<file path="config.mk">
export PLATFORM = sky130hd
export DESIGN_NAME = keyed_lru_slot_cache
export DESIGN_NICKNAME = d
export VERILOG_FILES = /design/src/lksc_pkg.sv /design/src/lksc_ram.sv /design/src/lksc_ctrl.sv /design/src/lksc_datapath.sv /design/src/keyed_lru_slot_cache.sv
export SDC_FILE = /design/constraint.sdc
export NUM_CORES = 2
export LEC_CHECK = 0
export BUFFER_PORTS_ARGS = -buffer_cell sky130_fd_sc_hd__buf_2
export CORE_MARGIN = 2
export CORE_UTILIZATION = 35
export DETAILED_ROUTE_END_ITERATION = 10
export SKIP_LAST_GASP = 1
export SYNTH_ARGS = -nofsm -noshare
export SYNTH_HDL_FRONTEND = slang
export SYNTH_SLANG_ARGS = --single-unit
</file>
<file path="constraint.sdc">
create_clock -name clk -period 8.2 [get_ports clk]
set_input_delay 2.05 -clock clk [delete_from_list [all_inputs] [get_ports clk]]
set_output_delay 2.05 -clock clk [all_outputs]
set_load 0.03 [all_outputs]
</file>
<file path="src/lksc_pkg.sv">
// Shared widths, request codes and controller/datapath handshake types for the slot cache.
package lksc_pkg;

  localparam int KEY_W  = 64;
  localparam int TIME_W = 32;
  localparam int OP_W   = 2;
  localparam int CFG_W  = 6;

  typedef logic [OP_W-1:0] op_t;

  localparam op_t OP_LOOKUP = 2'd0;
  localparam op_t OP_STORE  = 2'd1;
  localparam op_t OP_CLEAR  = 2'd2;

  localparam logic [CFG_W-1:0] CAP_RESET = 6'd32;

  // Commands from the controller to the datapath
  typedef struct packed {
    logic load_req;
    logic rd_en;
    logic commit;
  } lksc_ctl_t;

  // Status from the datapath to the controller
  typedef struct packed {
    logic need_scan;
    logic scan_zero;
  } lksc_sts_t;

endpackage

</file>
<file path="src/lksc_ram.sv">
// Generic simple dual-port RAM with one write port and a registered read port.
module lksc_ram #(
  parameter int WIDTH = 32,
  parameter int DEPTH = 32
) (
  input  logic                                      clk,
  input  logic                                      wr_en,
  input  logic [((DEPTH > 1) ? $clog2(DEPTH) : 1)-1:0] wr_addr,
  input  logic [WIDTH-1:0]                          wr_data,
  input  logic                                      rd_en,
  input  logic [((DEPTH > 1) ? $clog2(DEPTH) : 1)-1:0] rd_addr,
  output logic [WIDTH-1:0]                          rd_data
);

  logic [WIDTH-1:0] mem [DEPTH];
  logic [WIDTH-1:0] rd_data_r;

  // Write port
  always_ff @(posedge clk) begin
    if (wr_en) begin
      mem[wr_addr] <= wr_data;
    end
  end

  // Registered read port
  always_ff @(posedge clk) begin
    if (rd_en) begin
      rd_data_r <= mem[rd_addr];
    end
  end

  assign rd_data = rd_data_r;

endmodule

</file>
<file path="src/lksc_ctrl.sv">
// Request sequencer: accepts a request, runs the slot scan and commits the result.
module lksc_ctrl
  import lksc_pkg::*;
(
  input  logic      clk,
  input  logic      rst_n,
  input  logic      in_valid,
  output logic      in_stall,
  output logic      out_valid,
  input  logic      out_stall,
  input  lksc_sts_t sts,
  output lksc_ctl_t ctl
);

  typedef enum logic [3:0] {
    S_IDLE   = 4'b0001,
    S_SCAN   = 4'b0010,
    S_LAST   = 4'b0100,
    S_COMMIT = 4'b1000
  } state_t;

  state_t state_r, state_nxt;
  logic   out_valid_r, out_valid_nxt;
  logic   accept;
  logic   out_free;

  assign accept   = in_valid && (state_r == S_IDLE);
  assign out_free = !out_valid_r || !out_stall;

  // Drive datapath commands
  always_comb begin
    ctl.load_req = accept;
    ctl.rd_en    = (state_r == S_SCAN);
    ctl.commit   = (state_r == S_COMMIT) && out_free;
  end

  // Advance the sequencer
  always_comb begin
    state_nxt = state_r;
    unique case (state_r)
      S_IDLE: begin
        if (accept) begin
          state_nxt = sts.need_scan ? S_SCAN : S_COMMIT;
        end
      end
      S_SCAN: begin
        if (sts.scan_zero) begin
          state_nxt = S_LAST;
        end
      end
      S_LAST: begin
        state_nxt = S_COMMIT;
      end
      S_COMMIT: begin
        if (out_free) begin
          state_nxt = S_IDLE;
        end
      end
      default: begin
        state_nxt = S_IDLE;
      end
    endcase
  end

  // Hold the result until the consumer takes it
  always_comb begin
    out_valid_nxt = out_valid_r;
    if (ctl.commit) begin
      out_valid_nxt = 1'b1;
    end else if (!out_stall) begin
      out_valid_nxt = 1'b0;
    end
  end

  always_ff @(posedge clk) begin
    if (!rst_n) begin
      state_r     <= S_IDLE;
      out_valid_r <= 1'b0;
    end else begin
      state_r     <= state_nxt;
      out_valid_r <= out_valid_nxt;
    end
  end

  assign in_stall  = (state_r != S_IDLE);
  assign out_valid = out_valid_r;

`ifndef SYNTHESIS
  a_rose_from_commit: assert property (@(posedge clk) disable iff (!rst_n)
    $rose(out_valid_r) |-> $past(state_r == S_COMMIT))
    else $error("result appeared without a commit");

  a_accept_moves_on: assert property (@(posedge clk) disable iff (!rst_n)
    (in_valid && !in_stall) |=> (state_r == S_SCAN || state_r == S_COMMIT))
    else $error("accepted request did not start");

  a_commit_waits: assert property (@(posedge clk) disable iff (!rst_n)
    (state_r == S_COMMIT && out_valid_r && out_stall) |=>
      (state_r == S_COMMIT && $stable(out_valid_r)))
    else $error("commit overran a held result");
`endif

endmodule

</file>
<file path="src/lksc_datapath.sv">
// Slot cache datapath: key and time stores, search and victim scan, result registers.
module lksc_datapath
  import lksc_pkg::*;
#(
  parameter int SLOTS = 32
) (
  input  logic                                      clk,
  input  logic                                      rst_n,
  input  logic                                      cfg_wr_en,
  input  logic [CFG_W-1:0]                          cfg_wr_data,
  input  op_t                                       in_operation,
  input  logic [KEY_W-1:0]                          in_key,
  input  logic [TIME_W-1:0]                         in_now_ms,
  input  lksc_ctl_t                                 ctl,
  output lksc_sts_t                                 sts,
  output logic                                      out_hit,
  output logic [((SLOTS > 1) ? $clog2(SLOTS) : 1)-1:0] out_slot,
  output logic                                      out_evicted,
  output logic [KEY_W-1:0]                          out_evicted_key,
  output logic [$clog2(SLOTS + 1)-1:0]              out_occupancy
);

  localparam int IDX_W = (SLOTS > 1) ? $clog2(SLOTS) : 1;
  localparam int CNT_W = $clog2(SLOTS + 1);

  // Configuration and occupancy
  logic [CFG_W-1:0]  cap_r;
  logic [CNT_W-1:0]  filled_r, filled_nxt;
  logic [CNT_W-1:0]  eff_lim;

  // Latched request
  op_t               req_op_r;
  logic [KEY_W-1:0]  req_key_r;
  logic [TIME_W-1:0] req_now_r;

  // Scan state
  logic [IDX_W-1:0]  scan_idx_r;
  logic              rd_vld_r;
  logic [IDX_W-1:0]  rd_idx_r;
  logic              found_r;
  logic [IDX_W-1:0]  where_r;
  logic              vfound_r;
  logic [IDX_W-1:0]  victim_r;
  logic [KEY_W-1:0]  vkey_r;
  logic [TIME_W-1:0] best_r;

  // Store read data
  logic [KEY_W-1:0]  key_rdata;
  logic [TIME_W-1:0] time_rdata;

  // Commit decode
  logic              is_lookup, is_store, is_clear;
  logic              full;
  logic              do_fill, do_evict;
  logic              key_we, time_we;
  logic [IDX_W-1:0]  wr_slot;
  logic              res_hit;
  logic [IDX_W-1:0]  res_slot;

  // Result registers
  logic              out_hit_r;
  logic [IDX_W-1:0]  out_slot_r;
  logic              out_evicted_r;
  logic [KEY_W-1:0]  out_evicted_key_r;
  logic [CNT_W-1:0]  out_occupancy_r;

  logic              key_match;
  logic              time_better;

  // Clamp capacity to 1..SLOTS
  always_comb begin
    if (cap_r == '0) begin
      eff_lim = CNT_W'(1);
    end else if (32'(cap_r) > 32'(SLOTS)) begin
      eff_lim = CNT_W'(SLOTS);
    end else begin
      eff_lim = CNT_W'(cap_r);
    end
  end

  // Report scan status
  always_comb begin
    sts.need_scan = (in_operation == OP_LOOKUP || in_operation == OP_STORE) &&
                    (filled_r != '0);
    sts.scan_zero = (scan_idx_r == '0);
  end

  // Key and time stores
  lksc_ram #(.WIDTH(KEY_W), .DEPTH(SLOTS)) u_key_ram (
    .clk     (clk),
    .wr_en   (key_we),
    .wr_addr (wr_slot),
    .wr_data (req_key_r),
    .rd_en   (ctl.rd_en),
    .rd_addr (scan_idx_r),
    .rd_data (key_rdata)
  );

  lksc_ram #(.WIDTH(TIME_W), .DEPTH(SLOTS)) u_time_ram (
    .clk     (clk),
    .wr_en   (time_we),
    .wr_addr (wr_slot),
    .wr_data (req_now_r),
    .rd_en   (ctl.rd_en),
    .rd_addr (scan_idx_r),
    .rd_data (time_rdata)
  );

  // Compare the slot just read
  assign key_match   = !found_r && (key_rdata == req_key_r);
  assign time_better = (time_rdata < best_r);

  // Decode the commit action
  always_comb begin
    is_lookup = (req_op_r == OP_LOOKUP);
    is_store  = (req_op_r == OP_STORE);
    is_clear  = (req_op_r == OP_CLEAR);
    full      = (filled_r >= eff_lim);
    do_fill   = is_store && !found_r && !full;
    do_evict  = is_store && !found_r && full;
    res_hit   = (is_lookup || is_store) && found_r;

    if (found_r) begin
      wr_slot = where_r;
    end else if (do_fill) begin
      wr_slot = IDX_W'(filled_r);
    end else begin
      wr_slot = victim_r;
    end

    res_slot = (is_store || res_hit) ? wr_slot : '0;
    key_we   = ctl.commit && is_store && !found_r;
    time_we  = ctl.commit && (is_store || (is_lookup && found_r));

    filled_nxt = filled_r;
    if (ctl.commit) begin
      if (is_clear) begin
        filled_nxt = '0;
      end else if (do_fill) begin
        filled_nxt = filled_r + CNT_W'(1);
      end
    end
  end

  // Control registers
  always_ff @(posedge clk) begin
    if (!rst_n) begin
      cap_r    <= CAP_RESET;
      filled_r <= '0;
      rd_vld_r <= 1'b0;
    end else begin
      if (cfg_wr_en) begin
        cap_r <= cfg_wr_data;
      end
      filled_r <= filled_nxt;
      rd_vld_r <= ctl.rd_en;
    end
  end

  // Latch the request and step the scan index
  always_ff @(posedge clk) begin
    if (ctl.load_req) begin
      req_op_r   <= in_operation;
      req_key_r  <= in_key;
      req_now_r  <= in_now_ms;
      scan_idx_r <= IDX_W'(filled_r - CNT_W'(1));
    end else if (ctl.rd_en) begin
      scan_idx_r <= scan_idx_r - IDX_W'(1);
    end
    rd_idx_r <= scan_idx_r;
  end

  // Track first key match and least recent slot, scanning downward
  always_ff @(posedge clk) begin
    if (ctl.load_req) begin
      found_r  <= 1'b0;
      vfound_r <= 1'b0;
      best_r   <= in_now_ms + TIME_W'(1);
    end else if (rd_vld_r) begin
      if (key_match) begin
        found_r <= 1'b1;
        where_r <= rd_idx_r;
      end
      if (time_better || (rd_idx_r == '0 && !vfound_r)) begin
        victim_r <= rd_idx_r;
        vkey_r   <= key_rdata;
      end
      if (time_better) begin
        best_r   <= time_rdata;
        vfound_r <= 1'b1;
      end
    end
  end

  // Load the result registers
  always_ff @(posedge clk) begin
    if (ctl.commit) begin
      out_hit_r         <= res_hit;
      out_slot_r        <= res_slot;
      out_evicted_r     <= do_evict;
      out_evicted_key_r <= do_evict ? vkey_r : '0;
      out_occupancy_r   <= filled_nxt;
    end
  end

  assign out_hit         = out_hit_r;
  assign out_slot        = out_slot_r;
  assign out_evicted     = out_evicted_r;
  assign out_evicted_key = out_evicted_key_r;
  assign out_occupancy   = out_occupancy_r;

`ifndef SYNTHESIS
  a_fill_bounded: assert property (@(posedge clk) disable iff (!rst_n)
    filled_r <= CNT_W'(SLOTS))
    else $error("occupancy above slot count");

  a_evict_keeps_count: assert property (@(posedge clk) disable iff (!rst_n)
    (ctl.commit && do_evict) |=> (filled_r == $past(filled_r)))
    else $error("eviction changed occupancy");

  a_match_from_read: assert property (@(posedge clk) disable iff (!rst_n)
    $rose(found_r) |-> $past(rd_vld_r))
    else $error("key match without read data");
`endif

endmodule

</file>
<file path="src/keyed_lru_slot_cache.sv">
// Top level of the keyed slot cache with least-recently-used replacement.
//
//  Port group   Direction  Handshake            Payload
//  in_*         input      in_valid / in_stall   in_operation, in_key, in_now_ms
//  out_*        output     out_valid / out_stall out_hit, out_slot, out_evicted,
//                                                out_evicted_key, out_occupancy
//  cfg_*        input      cfg_wr_en             cfg_wr_data (capacity limit)
//
// A lookup or store on a non-empty cache scans the filled slots before it commits:
// one read of the key and time stores per filled slot, highest index first,
// then the last read is compared in S_LAST and the result is written in
// S_COMMIT. Clear, unknown codes and requests on an empty cache go straight
// to commit. A new request is taken once the previous one has committed; a
// stalled result holds in the output register.
// Reset (rst_n low, synchronous) empties the cache and sets capacity to 32.
module keyed_lru_slot_cache
  import lksc_pkg::*;
#(
  parameter int SLOTS = 32
) (
  input  logic                                      clk,
  input  logic                                      rst_n,
  input  logic                                      cfg_wr_en,
  input  logic [CFG_W-1:0]                          cfg_wr_data,
  input  logic                                      in_valid,
  output logic                                      in_stall,
  input  op_t                                       in_operation,
  input  logic [KEY_W-1:0]                          in_key,
  input  logic [TIME_W-1:0]                         in_now_ms,
  output logic                                      out_valid,
  input  logic                                      out_stall,
  output logic                                      out_hit,
  output logic [((SLOTS > 1) ? $clog2(SLOTS) : 1)-1:0] out_slot,
  output logic                                      out_evicted,
  output logic [KEY_W-1:0]                          out_evicted_key,
  output logic [$clog2(SLOTS + 1)-1:0]              out_occupancy
);

  lksc_ctl_t ctl;
  lksc_sts_t sts;

  lksc_ctrl u_ctrl (
    .clk       (clk),
    .rst_n     (rst_n),
    .in_valid  (in_valid),
    .in_stall  (in_stall),
    .out_valid (out_valid),
    .out_stall (out_stall),
    .sts       (sts),
    .ctl       (ctl)
  );

  lksc_datapath #(.SLOTS(SLOTS)) u_datapath (
    .clk             (clk),
    .rst_n           (rst_n),
    .cfg_wr_en       (cfg_wr_en),
    .cfg_wr_data     (cfg_wr_data),
    .in_operation    (in_operation),
    .in_key          (in_key),
    .in_now_ms       (in_now_ms),
    .ctl             (ctl),
    .sts             (sts),
    .out_hit         (out_hit),
    .out_slot        (out_slot),
    .out_evicted     (out_evicted),
    .out_evicted_key (out_evicted_key),
    .out_occupancy   (out_occupancy)
  );

endmodule
</file>
==> metrics.md <==
| Metric | Value |
|---|---|
| Static leakage | `0.04714 µW` |
| Initial DRC count | `7644` |
| Crit path top cell by count | `nor2_1` |
| Post-CTS Setup Repair Bufs | `0` |
| Mux contribution to synthesized area | `17.22%` |
| Post-Route Setup TNS | `0 ns` |
| Internal power | `30560 µW` |
| Adder-cell area share of the yosys netlist | `0.3878%` |
| Mapped Area | `between 100000 and 150000 µm²` |
| Hold buffer count at CTS | `0` |
| Family with the most delay on the worst path | `simple AND/OR/NAND/NOR gates` |
| RSZ-0062 raised after global routing | `no` |
| Synth area leader | `edfxtp_1` |
| Slew @ Worst Pin | `1.388 ns` |
| Routability cong. | `~0.82` |
| Placed Instances | `10600` |
| Ports | `188` |
| Largest family of logic cells by synthesized area | `multiplexers` |
| Die height | `618.7 µm` |
| CP Launch Type | `flop` |
| Max_cap viols | `0` |
| Syn Area/Cell | `approximately 24 µm²` |
| Post-Route WL | `between 300 and 400 mm` |
| Gr ovfl total | `0` |
| Synth top area cells | `edfxtp_1 (78%), mux4_2 (16%), mux2_2 (0.82%), clkbuf_1 (0.47%), ha_1 (0.39%)` |
| CTS tree | `built` |
| Vias per Instance | `between 5 and 6` |
| Worst-path clk slew | `approximately 0.06 ns` |
| Core Area | `375800 µm²` |
| Switching share of power | `23.69%` |
| Clock Power Share | `a little under two fifths` |
| Slowest stage delay, CP | `about 1.3 ns` |
| Met1 WL | `138.5 mm` |
| Period utilisation layout | `68.05%` |
| Die width | `around 620 µm` |
| Met3 Wirelength | `~28 mm` |
| Slew Viols, Final | `0` |
| Hold Crit Class | `flop to flop` |
| DR vias | `60540` |
| Synth warn | `0` |
| R2r endpoint | `u_datapath.u_key_ram.mem[26][36]` |
| Top sig layer | `met5` |
| Largest net degree at the start of global routing | `107` |
| Critical path fanouts, max | `25` |
| Synth Area in XOR/XNOR | `less than 1%` |
| Worst Setup End Kind | `flop` |
| Psw | `between 9000 and 10000 µW` |
| Post-DP HPWL | `205.9 mm` |
| Most frequent cell after synthesis | `edfxtp_1` |
| Worst hold start | `u_datapath.rd_idx_r[3]` |
| Critical path type | `flop to flop` |
| Fmax | `0.1792 GHz` |
| All-Layer GR Usage | `17.56%` |
| DRT antenna net count | `0` |
| Clk_lat worst skew | `around 0.97 ns` |
| Share of cells above drive strength 1 | `roughly a third` |
| Number of global-route vias before repair | `60750` |
| First-pass GRT wire length | `approximately 480 mm` |
| Cell count after synthesis | `5468` |
| Worst Path Buf+Inv | `1` |
| Final Hold Fails | `0` |
| Post-synth top area share | `between 70% and 80%` |
| Clk buf depth | `4` |
| Initial antenna violation count | `34` |
| Hold path cells | `0` |
| Synth async-reset ratio | `0%` |
| Clk sinks | `roughly 3500` |
| Worst R2R Path Depth | `12` |
| Syn nets | `5618` |
| Hold Path Sink | `u_datapath.where_r[3]` |
| Non-filler instance count after layout | `between 10000 and 15000` |
| H-Tree Depth | `5` |
| Cell Chain, Critical Path | `nor4_1 -> nor2_1 -> nor2_1 -> ha_1 -> nand2b_1 -> a21oi_1 -> o21a_1 -> a21oi_2 -> a221oi_2 -> nand4_1 -> nor2_4 -> buf_4` |
| FF-to-FF setup slack | `2.62 ns` |
| CP max stage cell | `nor2_4` |
| Synth-to-layout area growth | `14.50%` |
| Flop pwr share | `between 50% and 60%` |
| Reg2reg start | `u_datapath.cap_r[1]` |
| Rows | `between 200 and 250` |
| Worst EP arrival | `around 6.2 ns` |
| Synth Flop Type | `edfxtp_1` |
| PD cells | `264.4 nW/µm²` |
| Worst EP required | `just under 9 ns` |
| Synth cell types | `55` |
| Nets | `6109` |
| PortBufs | `approximately 190` |
| Root Driver | `clkbuf_16` |
| Setup violators final | `0` |
| Simple-gate share of the synthesized area | `1.371%` |
| Met2 wire length | `~170 mm` |
| Combinational power share | `11.5%` |
| Synth Area in Compound Gates | `0.6016%` |
| Synth Register Bits | `roughly 3500` |
| Die area | `382800 µm²` |
| EDFF count, synth | `3454` |
| Top cells by count, synth | `edfxtp_1 (3454), mux4_2 (960), clkbuf_1 (167)` |
| Layout Skew | `0.1089 ns` |
| Residual DRC count | `0` |
| Mean routed wirelength per cell | `30.34 µm` |
| Initial Util | `35.19%` |
| First drt pass iteration count | `7` |
| Relative slew slack | `7.270%` |
| Post-CTS Resized | `0` |
| CTS Buf Count | `351` |
| Maximum vdd drop | `0.1609 mV` |
| Sequential area share after synthesis | `78.80%` |
| Minimum clock period | `approximately 5.6 ns` |
| Outcome | `complete, no violations` |
[metrics by stage]
step	hold slack [ns]	utilization, %	total power [µW]	worst slack, ns	area [µm²]
global placement	0.4315	37.40	25060	2.488	140500
CTS	0.4456	40.29	40420	2.818	151400
detailed placement	0.4425	37.40	25100	2.446	140500
finish	0.4440	40.30	40050	2.620	151400
global route	0.4715	40.29	41250	2.349	151400
floorplan	0.3462	-	23310	0.7940	132300
[area by class of cell]
| type | instances | area [µm²] |
|---|---|---|
| fillers | 32510 | 224400 |
| flip-flops and latches | 3479 | 104200 |
| multi-input cells | 1658 | 27110 |
| clock buffers | 422 | 9114 |
| well taps | 4994 | 6248 |
| repair buffers | 399 | 2690 |
| clock inverters | 202 | 1769 |
| inverters | 70 | 275.3 |
| diodes | 6 | 15.01 |
[routing by layer]
metal  GRT usage [%]  vias to the layer above
met1           24.51                    33060
met2           28.49                     2635
met3           3.215                      403
met5               0                        -
li1                -                    24440
met4           4.481                        4
[layout by cell type (no fill, tap or decap), types with 24 or more instances in the layout]
cell / n
and3_1: 74
buf_2: 187
buf_4: 199
bufinv_16: 24
clkbuf_1: 68
clkbuf_16: 354
clkinv_1: 76
clkinv_2: 60
dfxtp_1: 25
edfxtp_1: 3454
ha_1: 41
inv_1: 68
mux2_2: 96
mux4_2: 960
nand2_1: 63
nand4_1: 37
nor2_1: 38
nor2_4: 64
o21ai_0: 42
xnor2_1: 29
xor2_1: 49
[flip-flops by register name (all words and copies together), names as in the netlist, 5 cells and up]
name	cells
u_datapath.req_now_r	32
u_datapath.req_key_r	64
u_datapath.filled_r	6
u_datapath.u_key_ram.rd_data	64
u_datapath.out_occupancy	6
u_datapath.where_r	5
u_datapath.out_evicted_key	64
u_datapath.u_time_ram.mem	1024
u_datapath.u_key_ram.mem	2048
u_datapath.cap_r	6
u_datapath.vkey_r	64
u_datapath.victim_r	5
u_datapath.out_slot	5
u_datapath.rd_idx_r	5
u_datapath.scan_idx_r	5
u_datapath.best_r	32
u_datapath.u_time_ram.rd_data	32
[kinds of logic (layout without fill, tap and decap cells)]
group / after synthesis / after routing
other: 0 / 6
adders and majority gates: 41 / 41
AOI/OAI and AO/OA: 116 / 116
buffers and inverters: 331 / 1093
DFF: 3479 / 3479
muxes: 1064 / 1064
xor gates and xnor gates: 78 / 78
and+or+nand+nor: 359 / 359
[power groups by stage]
| stage | clock network, µW | registers [µW] | logic (µW) |
|---|---|---|---|
| floorplan | 0 | 20600 | 2680 |
| global placement | 0 | 20400 | 4620 |
| detailed placement | 0 | 20400 | 4660 |
| CTS | 15700 | 20100 | 4680 |
| global route | 16400 | 20100 | 4830 |
| finish | 15400 | 20100 | 4600 |
[worst max-delay path by stage]
stage	startpoint	to	slack [ns]	depth (start not counted)
2_1_floorplan	out_stall	u_datapath.u_key_ram.mem[14][0]	0.79	6
3_3_place_gp	out_stall	u_datapath.u_key_ram.mem[25][36]	2.49	5
3_5_place_dp	out_stall	u_datapath.u_key_ram.mem[25][36]	2.45	5
4_1_cts	u_datapath.cap_r[1]	u_datapath.u_key_ram.mem[24][46]	2.82	12
5_1_grt	u_datapath.cap_r[1]	u_datapath.u_key_ram.mem[24][46]	2.35	12
6_report	u_datapath.cap_r[1]	u_datapath.u_key_ram.mem[26][36]	2.62	12
No activity file was read; power rests on OpenSTA's default activity.
